==> src/rtl/meu_pkg.sv <==
// Shared types, widths and the modular add helper for the modular exponentiation unit.
// No dependencies.
package meu_pkg;

    localparam int MOD_WIDTH = 32;
    localparam int EXP_WIDTH = 63;
    localparam int MCNT_W    = $clog2(MOD_WIDTH + 1);
    localparam int ECNT_W    = $clog2(EXP_WIDTH + 1);

    typedef enum logic [4:0] {
        ST_IDLE = 5'b00001,
        ST_RED  = 5'b00010,
        ST_SQR  = 5'b00100,
        ST_MUL  = 5'b01000,
        ST_DONE = 5'b10000
    } t_state;

    typedef struct packed {
        logic                 start;
        logic [MOD_WIDTH-1:0] addend;
        logic [MOD_WIDTH-1:0] mplier;
        logic [MOD_WIDTH-1:0] modulus;
    } t_mul_req;

    // x + y mod m, x < m and y < m
    function automatic logic [MOD_WIDTH-1:0] add_mod(
        input logic [MOD_WIDTH-1:0] x,
        input logic [MOD_WIDTH-1:0] y,
        input logic [MOD_WIDTH-1:0] m
    );
        logic [MOD_WIDTH-1:0] room;
        room = m - y;
        if (x >= room) begin
            add_mod = x - room;
        end else begin
            add_mod = x + y;
        end
    endfunction

endpackage

==> src/rtl/modular_exponentiation_unit.sv <==
// Top level of the modular exponentiation unit: control, exponent cell chain, multiplier.
// Depends on meu_pkg, meu_exp_cell and meu_mulmod.
//
// Computes base^exponent mod modulus by square-and-multiply, MSB first, over all
// EXP_WIDTH exponent bits. One item at a time: the base is reduced first, then
// each exponent bit takes a squaring and, when set, a multiply, each on the
// single bit-serial modular multiplier. A zero exponent (result 1) or zero
// modulus (result 0) does not use the multiplier.
// The result sits in an output register, so the next item is taken while it waits.
module modular_exponentiation_unit
    import meu_pkg::*;
(
    input  logic                 i_clk,
    input  logic                 i_rst_n,
    input  logic                 i_valid,
    output logic                 o_ready,
    input  logic [MOD_WIDTH-1:0] i_base,
    input  logic [EXP_WIDTH-1:0] i_exponent,
    input  logic [MOD_WIDTH-1:0] i_modulus,
    output logic                 o_valid,
    input  logic                 i_ready,
    output logic [MOD_WIDTH-1:0] o_power_mod
);

    t_state               r_state;
    logic [ECNT_W-1:0]    r_ecnt;
    logic [MOD_WIDTH-1:0] r_acc;
    logic [MOD_WIDTH-1:0] r_b;
    logic [MOD_WIDTH-1:0] r_mod;
    logic [MOD_WIDTH-1:0] r_res;
    logic                 r_out_valid;
    logic [MOD_WIDTH-1:0] r_out;

    t_mul_req             mul_req;
    logic                 mul_done;
    logic [MOD_WIDTH-1:0] mul_res;
    logic                 accept;
    logic                 exp_load;
    logic                 exp_shift;
    logic [EXP_WIDTH-1:0] exp_bits;
    logic                 top_bit;

    assign accept  = i_valid && o_ready;
    assign o_ready = (r_state == ST_IDLE);
    assign top_bit = exp_bits[EXP_WIDTH-1];

    assign exp_load = accept;

    genvar gi;
    generate
        for (gi = 0; gi < EXP_WIDTH; gi++) begin : g_cell
            logic prev;
            if (gi == 0) begin : g_first
                assign prev = 1'b0;
            end else begin : g_rest
                assign prev = exp_bits[gi-1];
            end
            meu_exp_cell u_cell (
                .i_clk      (i_clk),
                .i_load     (exp_load),
                .i_shift    (exp_shift),
                .i_load_bit (i_exponent[gi]),
                .i_prev_bit (prev),
                .o_bit      (exp_bits[gi])
            );
        end
    endgenerate

    meu_mulmod u_mulmod (
        .i_clk    (i_clk),
        .i_rst_n  (i_rst_n),
        .i_req    (mul_req),
        .o_done   (mul_done),
        .o_result (mul_res)
    );

    logic bit_step;
    assign bit_step = mul_done && ((r_state == ST_MUL) || (r_state == ST_SQR && !top_bit));
    assign exp_shift = bit_step;

    always_comb begin
        mul_req         = '0;
        mul_req.modulus = r_mod;
        if (accept) begin
            mul_req.start   = (i_exponent != '0) && (i_modulus != '0);
            mul_req.addend  = MOD_WIDTH'(1);
            mul_req.mplier  = i_base;
            mul_req.modulus = i_modulus;
        end else if (mul_done) begin
            unique case (r_state)
                ST_RED: begin
                    mul_req.start  = 1'b1;
                    mul_req.addend = (r_mod == MOD_WIDTH'(1)) ? '0 : MOD_WIDTH'(1);
                    mul_req.mplier = (r_mod == MOD_WIDTH'(1)) ? '0 : MOD_WIDTH'(1);
                end
                ST_SQR: begin
                    mul_req.start  = top_bit || (r_ecnt != ECNT_W'(1));
                    mul_req.addend = top_bit ? r_b : mul_res;
                    mul_req.mplier = mul_res;
                end
                ST_MUL: begin
                    mul_req.start  = (r_ecnt != ECNT_W'(1));
                    mul_req.addend = mul_res;
                    mul_req.mplier = mul_res;
                end
                default: begin
                    mul_req.start = 1'b0;
                end
            endcase
        end
    end

    always_ff @(posedge i_clk) begin
        if (!i_rst_n) begin
            r_state     <= ST_IDLE;
            r_out_valid <= 1'b0;
            r_ecnt      <= '0;
        end else begin
            if (r_out_valid && i_ready) begin
                r_out_valid <= 1'b0;
            end
            unique case (r_state)
                ST_IDLE: begin
                    if (accept) begin
                        r_ecnt <= ECNT_W'(EXP_WIDTH);
                        if (i_exponent == '0 || i_modulus == '0) begin
                            r_state <= ST_DONE;
                        end else begin
                            r_state <= ST_RED;
                        end
                    end
                end
                ST_RED: begin
                    if (mul_done) begin
                        r_state <= ST_SQR;
                    end
                end
                ST_SQR: begin
                    if (mul_done) begin
                        if (top_bit) begin
                            r_state <= ST_MUL;
                        end else begin
                            r_ecnt <= r_ecnt - 1'b1;
                            if (r_ecnt == ECNT_W'(1)) begin
                                r_state <= ST_DONE;
                            end
                        end
                    end
                end
                ST_MUL: begin
                    if (mul_done) begin
                        r_ecnt <= r_ecnt - 1'b1;
                        r_state <= (r_ecnt == ECNT_W'(1)) ? ST_DONE : ST_SQR;
                    end
                end
                ST_DONE: begin
                    if (!r_out_valid || i_ready) begin
                        r_out_valid <= 1'b1;
                        r_state     <= ST_IDLE;
                    end
                end
                default: begin
                    r_state <= ST_IDLE;
                end
            endcase
        end
    end

    always_ff @(posedge i_clk) begin
        if (accept) begin
            r_mod <= i_modulus;
            r_res <= (i_exponent == '0) ? MOD_WIDTH'(1) : '0;
        end else if (mul_done) begin
            if (r_state == ST_RED) begin
                r_b <= mul_res;
            end else begin
                r_acc <= mul_res;
                r_res <= mul_res;
            end
        end
        if (r_state == ST_DONE && (!r_out_valid || i_ready)) begin
            r_out <= r_res;
        end
    end

    assign o_valid     = r_out_valid;
    assign o_power_mod = r_out;

    a_done_busy: assert property (@(posedge i_clk) disable iff (!i_rst_n)
        mul_done |-> (r_state == ST_RED || r_state == ST_SQR || r_state == ST_MUL))
        else $error("multiplier finished outside a compute state");

    a_acc_reduced: assert property (@(posedge i_clk) disable iff (!i_rst_n)
        (mul_done && r_state != ST_RED) |=> (r_acc < r_mod))
        else $error("running value not reduced");

    a_accept_leaves_idle: assert property (@(posedge i_clk) disable iff (!i_rst_n)
        accept |=> (r_state != ST_IDLE))
        else $error("accepted beat left state idle");

    a_done_result: assert property (@(posedge i_clk) disable iff (!i_rst_n)
        (r_state == ST_DONE && (!r_out_valid || i_ready)) |=> (o_valid && o_power_mod == $past(r_res)))
        else $error("result not presented");

endmodule

==> src/rtl/meu_exp_cell.sv <==
// One exponent bit cell of the scan chain.
// Depends on meu_pkg.
module meu_exp_cell
    import meu_pkg::*;
(
    input  logic i_clk,
    input  logic i_load,
    input  logic i_shift,
    input  logic i_load_bit,
    input  logic i_prev_bit,
    output logic o_bit
);

    logic r_bit;

    always_ff @(posedge i_clk) begin
        if (i_load) begin
            r_bit <= i_load_bit;
        end else if (i_shift) begin
            r_bit <= i_prev_bit;
        end
    end

    assign o_bit = r_bit;

endmodule

==> src/rtl/meu_mulmod.sv <==
// Bit-serial modular multiplier: one double-and-add step per cycle.
// Depends on meu_pkg.
module meu_mulmod
    import meu_pkg::*;
(
    input  logic                 i_clk,
    input  logic                 i_rst_n,
    input  t_mul_req             i_req,
    output logic                 o_done,
    output logic [MOD_WIDTH-1:0] o_result
);

    logic                 r_busy;
    logic                 r_done;
    logic [MCNT_W-1:0]    r_cnt;
    logic [MOD_WIDTH-1:0] r_acc;
    logic [MOD_WIDTH-1:0] r_mp;
    logic [MOD_WIDTH-1:0] r_add;
    logic [MOD_WIDTH-1:0] r_mod;
    logic [MOD_WIDTH-1:0] n_acc;
    logic [MOD_WIDTH-1:0] dbl;

    always_comb begin
        dbl   = add_mod(r_acc, r_acc, r_mod);
        n_acc = r_mp[MOD_WIDTH-1] ? add_mod(dbl, r_add, r_mod) : dbl;
    end

    always_ff @(posedge i_clk) begin
        if (!i_rst_n) begin
            r_busy <= 1'b0;
            r_done <= 1'b0;
            r_cnt  <= '0;
        end else begin
            r_done <= 1'b0;
            if (i_req.start) begin
                r_busy <= 1'b1;
                r_cnt  <= MCNT_W'(MOD_WIDTH);
            end else if (r_busy) begin
                r_cnt <= r_cnt - 1'b1;
                if (r_cnt == MCNT_W'(1)) begin
                    r_busy <= 1'b0;
                    r_done <= 1'b1;
                end
            end
        end
    end

    always_ff @(posedge i_clk) begin
        if (i_req.start) begin
            r_acc <= '0;
            r_mp  <= i_req.mplier;
            r_add <= i_req.addend;
            r_mod <= i_req.modulus;
        end else if (r_busy) begin
            r_acc <= n_acc;
            r_mp  <= {r_mp[MOD_WIDTH-2:0], 1'b0};
        end
    end

    assign o_done   = r_done;
    assign o_result = r_acc;

endmodule

==> config.mk <==
export PLATFORM = sky130hd
export DESIGN_NAME = modular_exponentiation_unit
export DESIGN_NICKNAME = d
export VERILOG_FILES = /design/src/rtl/meu_pkg.sv /design/src/rtl/modular_exponentiation_unit.sv /design/src/rtl/meu_exp_cell.sv /design/src/rtl/meu_mulmod.sv
export SDC_FILE = /design/constraint.sdc
export NUM_CORES = 1
export LEC_CHECK = 0
export ABC_AREA = 1
export BUFFER_PORTS_ARGS = -buffer_cell sky130_fd_sc_hd__buf_2
export CAP_MARGIN = 25
export CORE_MARGIN = 2
export CORE_UTILIZATION = 34
export DETAILED_ROUTE_END_ITERATION = 6
export PLACE_DENSITY = 0.52
export RECOVER_POWER = 100
export SLEW_MARGIN = 0
export SYNTH_ARGS = -nofsm -noshare
export SYNTH_HDL_FRONTEND = slang
export SYNTH_SLANG_ARGS = --single-unit
==> constraint.sdc <==
create_clock -name i_clk -period 6.9 [get_ports i_clk]
set_clock_uncertainty 0.1 [all_clocks]
set_input_delay 1.38 -clock i_clk [delete_from_list [all_inputs] [get_ports i_clk]]
set_output_delay 1.38 -clock i_clk [all_outputs]
set_load 0.05 [all_outputs]
-- Word level (Yosys, flattened, before mapping)
Cells that the tools add are included.
Widths: inputs -> output; s select.
- output and inout port bits: 34
- word-level logic and storage cells: 303
- register bits: 339
- bits of input ports: 131
- magnitude comparators: 2
- $add $sub $neg: 8
- bitwise logic cells: 4
- equal/unequal tests: 17
- multiplexer cells: 166
- reductions and logical operators: 27
- operators by type and width (kind ; count):
    $mux 32 ; 10
    $pmux 64 s3 ; 1
    $mux 1 ; 135
    $mux 65 ; 2
    $sub 32x32->32 ; 4
    $add 32x32->32 ; 2
    $ge 32x32->1 ; 2
    $logic_not 63->1 ; 1
    $reduce_bool 63->1 ; 1
    $mux 5 ; 9
    $mux 6 ; 6
    $eq 32x1->1 const B ; 1
    $logic_not 32->1 ; 1
    $reduce_bool 32->1 ; 1
    $pmux 5 s5 ; 1
    $pmux 6 s3 ; 1
    $eq 6x1->1 const B ; 2
    $sub 6x1->6 const B ; 2
    $ne 2x1->1 const B ; 4
    $logic_and 1x1->1 ; 6
    $ne 2x2->1 const B ; 3
    $ne 6x1->1 const B ; 1
    $reduce_and 6->1 ; 1
    $reduce_bool 2->1 ; 3
    other kinds (16) ; 24

-- Logic depth before layout (Yosys ltp)
- word-level depth: 6
- depth in mapped cells: 51
- mapped depth without buffers: 48

-- Modules after synthesis
Synthesis repeated with hierarchy kept, for this count alone.
- cell total of the unflattened synthesis: 3443
- area, all modules: 24649.9 µm²
- modules (own cells, without submodules) (module ; cells an instance ; area each (µm²) ; seq. area each (µm²) ; times used):
    meu_mulmod ; 2357 ; 15254.6 ; 3683.5 ; 1
    modular_exponentiation_unit ; 708 ; 6163.4 ; 3763.6 ; 1
    meu_exp_cell ; 6 ; 51.3 ; 30.0 ; 63

-- Worst setup path before layout
Ideal clock, no wire load.
- kind: register to register
- start point: register u_mulmod.r_acc[0], in the netlist u_mulmod.o_result[0]
- end point: register u_mulmod.r_acc[5], in the netlist u_mulmod.o_result[5]
- stages on the path, launching flop included: 42
- arrival time: 6.315 ns
- setup time: 0.117 ns
- path slack: 0.368 ns
- path buffers: 3
- required time: 6.683 ns
- cell sequence: dfxtp_1 -> ha_1 -> inv_1 -> fa_1 -> nand3_1 -> nand2_1 -> a21oi_1 -> o21ai_0 -> a21boi_0 -> o21ai_0 -> a21oi_1 -> o21ai_0 -> nand2_1 -> nand2_1 -> a21oi_1 -> o21ai_0 -> a21oi_1 -> xor2_1 -> (+6 left out) -> nand2_4 -> buf_6 -> inv_1 -> clkbuf_1 -> o21ai_0 -> ha_1 -> a21oi_1 -> o21a_1 -> inv_1 -> a21oi_1 -> nor2_1 -> nor2_1 -> inv_1 -> a21oi_4 -> buf_4 -> nand3_1 -> a21oi_1 -> nor2_1
- longest elaborated chain between the ends: 6
- elaborated cells between the ends (all ways): 10
- ends and longest elaborated chain (item ; RTL line ; source):
    start, declared ; meu_mulmod.sv:16 ; logic [MOD_WIDTH-1:0] r_acc;
    start signal, assigned ; meu_mulmod.sv:55 ; r_acc <= n_acc;
    $sub 32x32->32 ; meu_pkg.sv:32 ; room = m - y;
    $sub 32x32->32 / $ge 32x32->1 (equally long branches) ; meu_pkg.sv:34, meu_pkg.sv:33 ;
    $mux 32 * ; meu_pkg.sv:33 ; if (x >= room) begin
    $add 32x32->32, or another cell as far along ; meu_pkg.sv:36 ; add_mod = x + y;
    $mux 32 ; meu_pkg.sv:33 ;
    $mux 32 * ; meu_mulmod.sv:25 ; n_acc = r_mp[MOD_WIDTH-1] ? add_mod(dbl, r_add, r_mod) : dbl;
Mark *: on every way between the ends. The rest lies on a longest branch, timed or not.
A chain may end at the register's enable or synchronous reset.

-- Worst setup path in the final report
- start point: register u_mulmod.r_mod[2]
- end point: register u_mulmod.r_acc[27], in the netlist u_mulmod.o_result[27]
- longest elaborated chain between the ends: 6
- elaborated cells between the ends (all ways): 10
- ends and longest elaborated chain (item ; RTL line ; source):
    start, declared ; meu_mulmod.sv:19 ; logic [MOD_WIDTH-1:0] r_mod;
    start signal, assigned ; meu_mulmod.sv:53 ; r_mod <= i_req.modulus;
    $sub 32x32->32 ; meu_pkg.sv:32 ;
    $sub 32x32->32 / $ge 32x32->1 (equally long branches) ; meu_pkg.sv:34, meu_pkg.sv:33 ;
    $mux 32 ; meu_pkg.sv:33 ;
    $add 32x32->32, or another cell as far along ; meu_pkg.sv:36 ;
    $mux 32 ; meu_pkg.sv:33 ;
    $mux 32 * ; meu_mulmod.sv:25 ;
Marks and branches as above.

==> results.md <==
* Run status: finished with violations
* Violated checks: capacitance limit, slew limit
* Worst slack, placed at -461.2 ps
* Total I/O pin count at 165
* FF-to-FF path depth at 42
* Starting density of the core at 0.3449
* Mapped Nets at 3,447
* Sequential element share of the synthesized area at 0.3935
* Normalized max-slew margin at -0.4164
* Syn_area_per_cell at 7.504 um^2
* X dimension of the die at 268.2 um
* Hold-fix buffers at CTS at 0
* Clock tree from TritonCTS: done
* Number of routed nets with antenna violations at 0
* Gate count after technology mapping at 3,163
* Cts bufs inserted at 37
* Cell row count at 96
* Total vias in the final route at 22,750
* Min-Delay Endpoint: o_power_mod[23]
* CP Capture Type: flop
* Residual DRC count at 0
* Final period demand of the worst path at 6477 ps
* Post-layout net count at 3,974
* Number of enable-type register cells in the synthesized netlist at 255
* Reg-to-reg slack, setup at 420 ps
* Reg2Reg Launch Point: u_mulmod.r_mod[2]
* Final total negative setup slack at 0 ps
* Sequential cell area in the final layout at 9340 um^2
* Fill cells at 7,094
* Sum of routed wire length over all layers at 81,840 um
* Cell depth of the worst min-delay path at 0
* Upper clock frequency limit at 154.4 MHz
* Most frequently used cell type in the post-synthesis netlist: sky130_fd_sc_hd__nand2_1
* Number of antenna violations at the first check in global routing at 1
* Clock latency reported for the late side of the worst-skew pair at 570 ps
* Detailed-routing iteration count for the pre-antenna-repair pass at 7
* Final cycle utilization of the critical path at 0.9387
* Top cells by area in the synthesized netlist: sky130_fd_sc_hd__edfxtp_1 32%, sky130_fd_sc_hd__nand2_1 15%, sky130_fd_sc_hd__ha_1 7.9%, sky130_fd_sc_hd__dfxtp_1 7.1%, sky130_fd_sc_hd__inv_1 6.3%
* Max Transition Viols Final at 353
* Routed wire per std cell at 17.60 um
* Transition time of the tightest slew-check pin at 2125 ps
* #FFs+latches synth at 339
* Final estimated routing congestion in global placement at 0.9414
* Hold violation count in the final report at 0
* Die Outline Area at 71,940 um^2
* Prevailing post-synth register cell: sky130_fd_sc_hd__edfxtp_1
* Antenna fix cells at 0
* Global Route Usage Sum at 0.2213
* Die boundary height at 268.2 um
* Number of buffers and inverters on the critical path at 8
* Violation count after the first detailed-routing iteration at 1,507
* DR vias/cell at 4.892
* Critical path fanouts, max at 5
* H-tree levels at 2
* Class of the tightest hold or removal check: reg -> reg
* Yosys warning total at 0
* Vias in the first global route at 21,500
* Data required time at the worst endpoint at 7300 ps
* Core outline area at 68,830 um^2
* Critical Path Source Type: flop
* Top cell by count, worst path: sky130_fd_sc_hd__nand2_1
* Share of final-layout standard cells stronger than drive strength 1 at 0.2006
* Max-cap violations at 9
* First element of the critical path: u_mulmod.r_mod[2]
* Worst path max stage delay at 390 ps
* Yosys top cell by area: sky130_fd_sc_hd__edfxtp_1
* Asr flop ratio synth at 0
* Cell types with the highest counts after synthesis: 975 x sky130_fd_sc_hd__nand2_1, 398 x sky130_fd_sc_hd__inv_1, 255 x sky130_fd_sc_hd__edfxtp_1, 240 x sky130_fd_sc_hd__a21oi_1, 205 x sky130_fd_sc_hd__nand3_1
* Buffer type at the clock tree root: sky130_fd_sc_hd__clkbuf_16
* Number of buffers on the longest clock path at 3
* Worst Hold Launch: r_res[23]
* Worst path setup slack after routing at 422.8 ps
* Area growth, synth to finish at 26.28%
* Top cell type's share of synthesized area at 0.3226
* Reg-to-reg endpoint: u_mulmod.o_result[27]
* Setup violators final at 0
* Pin count of the biggest net entering global routing at 89
* Area of the mapped netlist at 23,740 um^2
* Kind of cell adding the most delay to the critical path: simple AND/OR/NAND/NOR gates
* Multi-input gate area at 12,930 um^2
* Arrival time reported for the critical path endpoint at 6880 ps
* CP max stage cell: sky130_fd_sc_hd__edfxtp_1
* Clock transition time at the flip-flop clock pins of the worst setup and hold paths at 60 ps
* Crit path kind: reg -> reg
* Unique masters post-synth at 57
* Sum of net half-perimeters after detailed placement at 64,580 um
* Wire length of the first global-routing pass at 122,400 um
* GR Overflow Total at 0
* Number of port buffers at 164
* Clk sinks at 339
layout make-up:
cell class / count / share of cell area
clock buffers: 50 / 0.03352
clock inverters: 18 / 0.004800
inverters: 404 / 0.05076
multi-input cells: 2337 / 0.4313
flip-flops and latches: 339 / 0.3116
well taps: 931 / 0.03886
repair buffers: 571 / 0.1291
stage by stage:
stage	instances	instance area (um^2)	utilization	hold slack (ps)
after CTS	4629	29530	0.4291	319.0
after floorplan	3163	23740	-	300.3
after global routing	4650	29970	0.4355	326.2
final	4650	29970	0.4355	316.3
after detailed placement	4561	28360	0.4120	304.5
after global placement	4561	28360	0.4120	303.0
cell families (layout without fill, tap and decap cells):
kind of cell    count (synthesis)  after routing  synth area share
fa+ha+maj                     153            153           0.08160
buf+inv                       487           1043           0.08018
compound gates                524            524            0.1221
simple gates                 1552           1552            0.2828
xor+xnor                      108            108           0.03985
flops                         339            339            0.3935
flip-flops by register name (all words and copies together) (netlist names):
register,flops
r_ecnt,6
u_mulmod.o_result,32
r_mod,32
r_state,5
u_mulmod.r_mod,32
r_b,32
o_power_mod,32
u_mulmod.o_done,1
o_valid,1
u_mulmod.r_mp,32
g_cell.u_cell.o_bit,63
u_mulmod.r_cnt,6
u_mulmod.r_add,32
u_mulmod.r_busy,1
r_res,32
cell usage in the layout (no fill, tap or decap), types with 40 or more instances in the layout:
cell type	n
sky130_fd_sc_hd__ha_1	144
sky130_fd_sc_hd__nand2_1	958
sky130_fd_sc_hd__xor2_1	64
sky130_fd_sc_hd__dfxtp_1	83
sky130_fd_sc_hd__nor2_1	185
sky130_fd_sc_hd__xnor2_1	43
sky130_fd_sc_hd__a21oi_1	207
sky130_fd_sc_hd__clkbuf_16	40
sky130_fd_sc_hd__nand3_1	202
sky130_fd_sc_hd__clkbuf_1	75
sky130_fd_sc_hd__o21ai_0	139
sky130_fd_sc_hd__buf_4	357
sky130_fd_sc_hd__a31oi_1	46
sky130_fd_sc_hd__buf_2	130
sky130_fd_sc_hd__edfxtp_1	255
sky130_fd_sc_hd__inv_1	394
worst max-delay path by stage:
stage	end	slack (ps)	cells past startpoint
2_1_floorplan	u_mulmod.o_result[5]	370	41
3_3_place_gp	u_mulmod.o_result[7]	-450	42
3_5_place_dp	u_mulmod.o_result[7]	-460	42
4_1_cts	u_mulmod.o_result[27]	1	45
5_1_grt	u_mulmod.o_result[7]	-120	44
6_report	u_mulmod.o_result[27]	420	42
per-layer routing:
metal,vias up,routed length [um],global-route usage
li1,11630,-,-
met1,10460,36450,0.2910
met2,541,39020,0.3805
met3,122,3450,0.02190
met4,0,2919,0.07263
met5,-,0,0
what timing repair did:
action	4_1_cts	5_1_grt
pin swaps	1	40
gates resized for setup	13	115
setup buffers	0	16
endpoints found under the setup margin	32	32
gates cloned	0	3
Power is not shown: default switching activity piles up to over one toggle a cycle in this logic, so the estimate is an artifact.
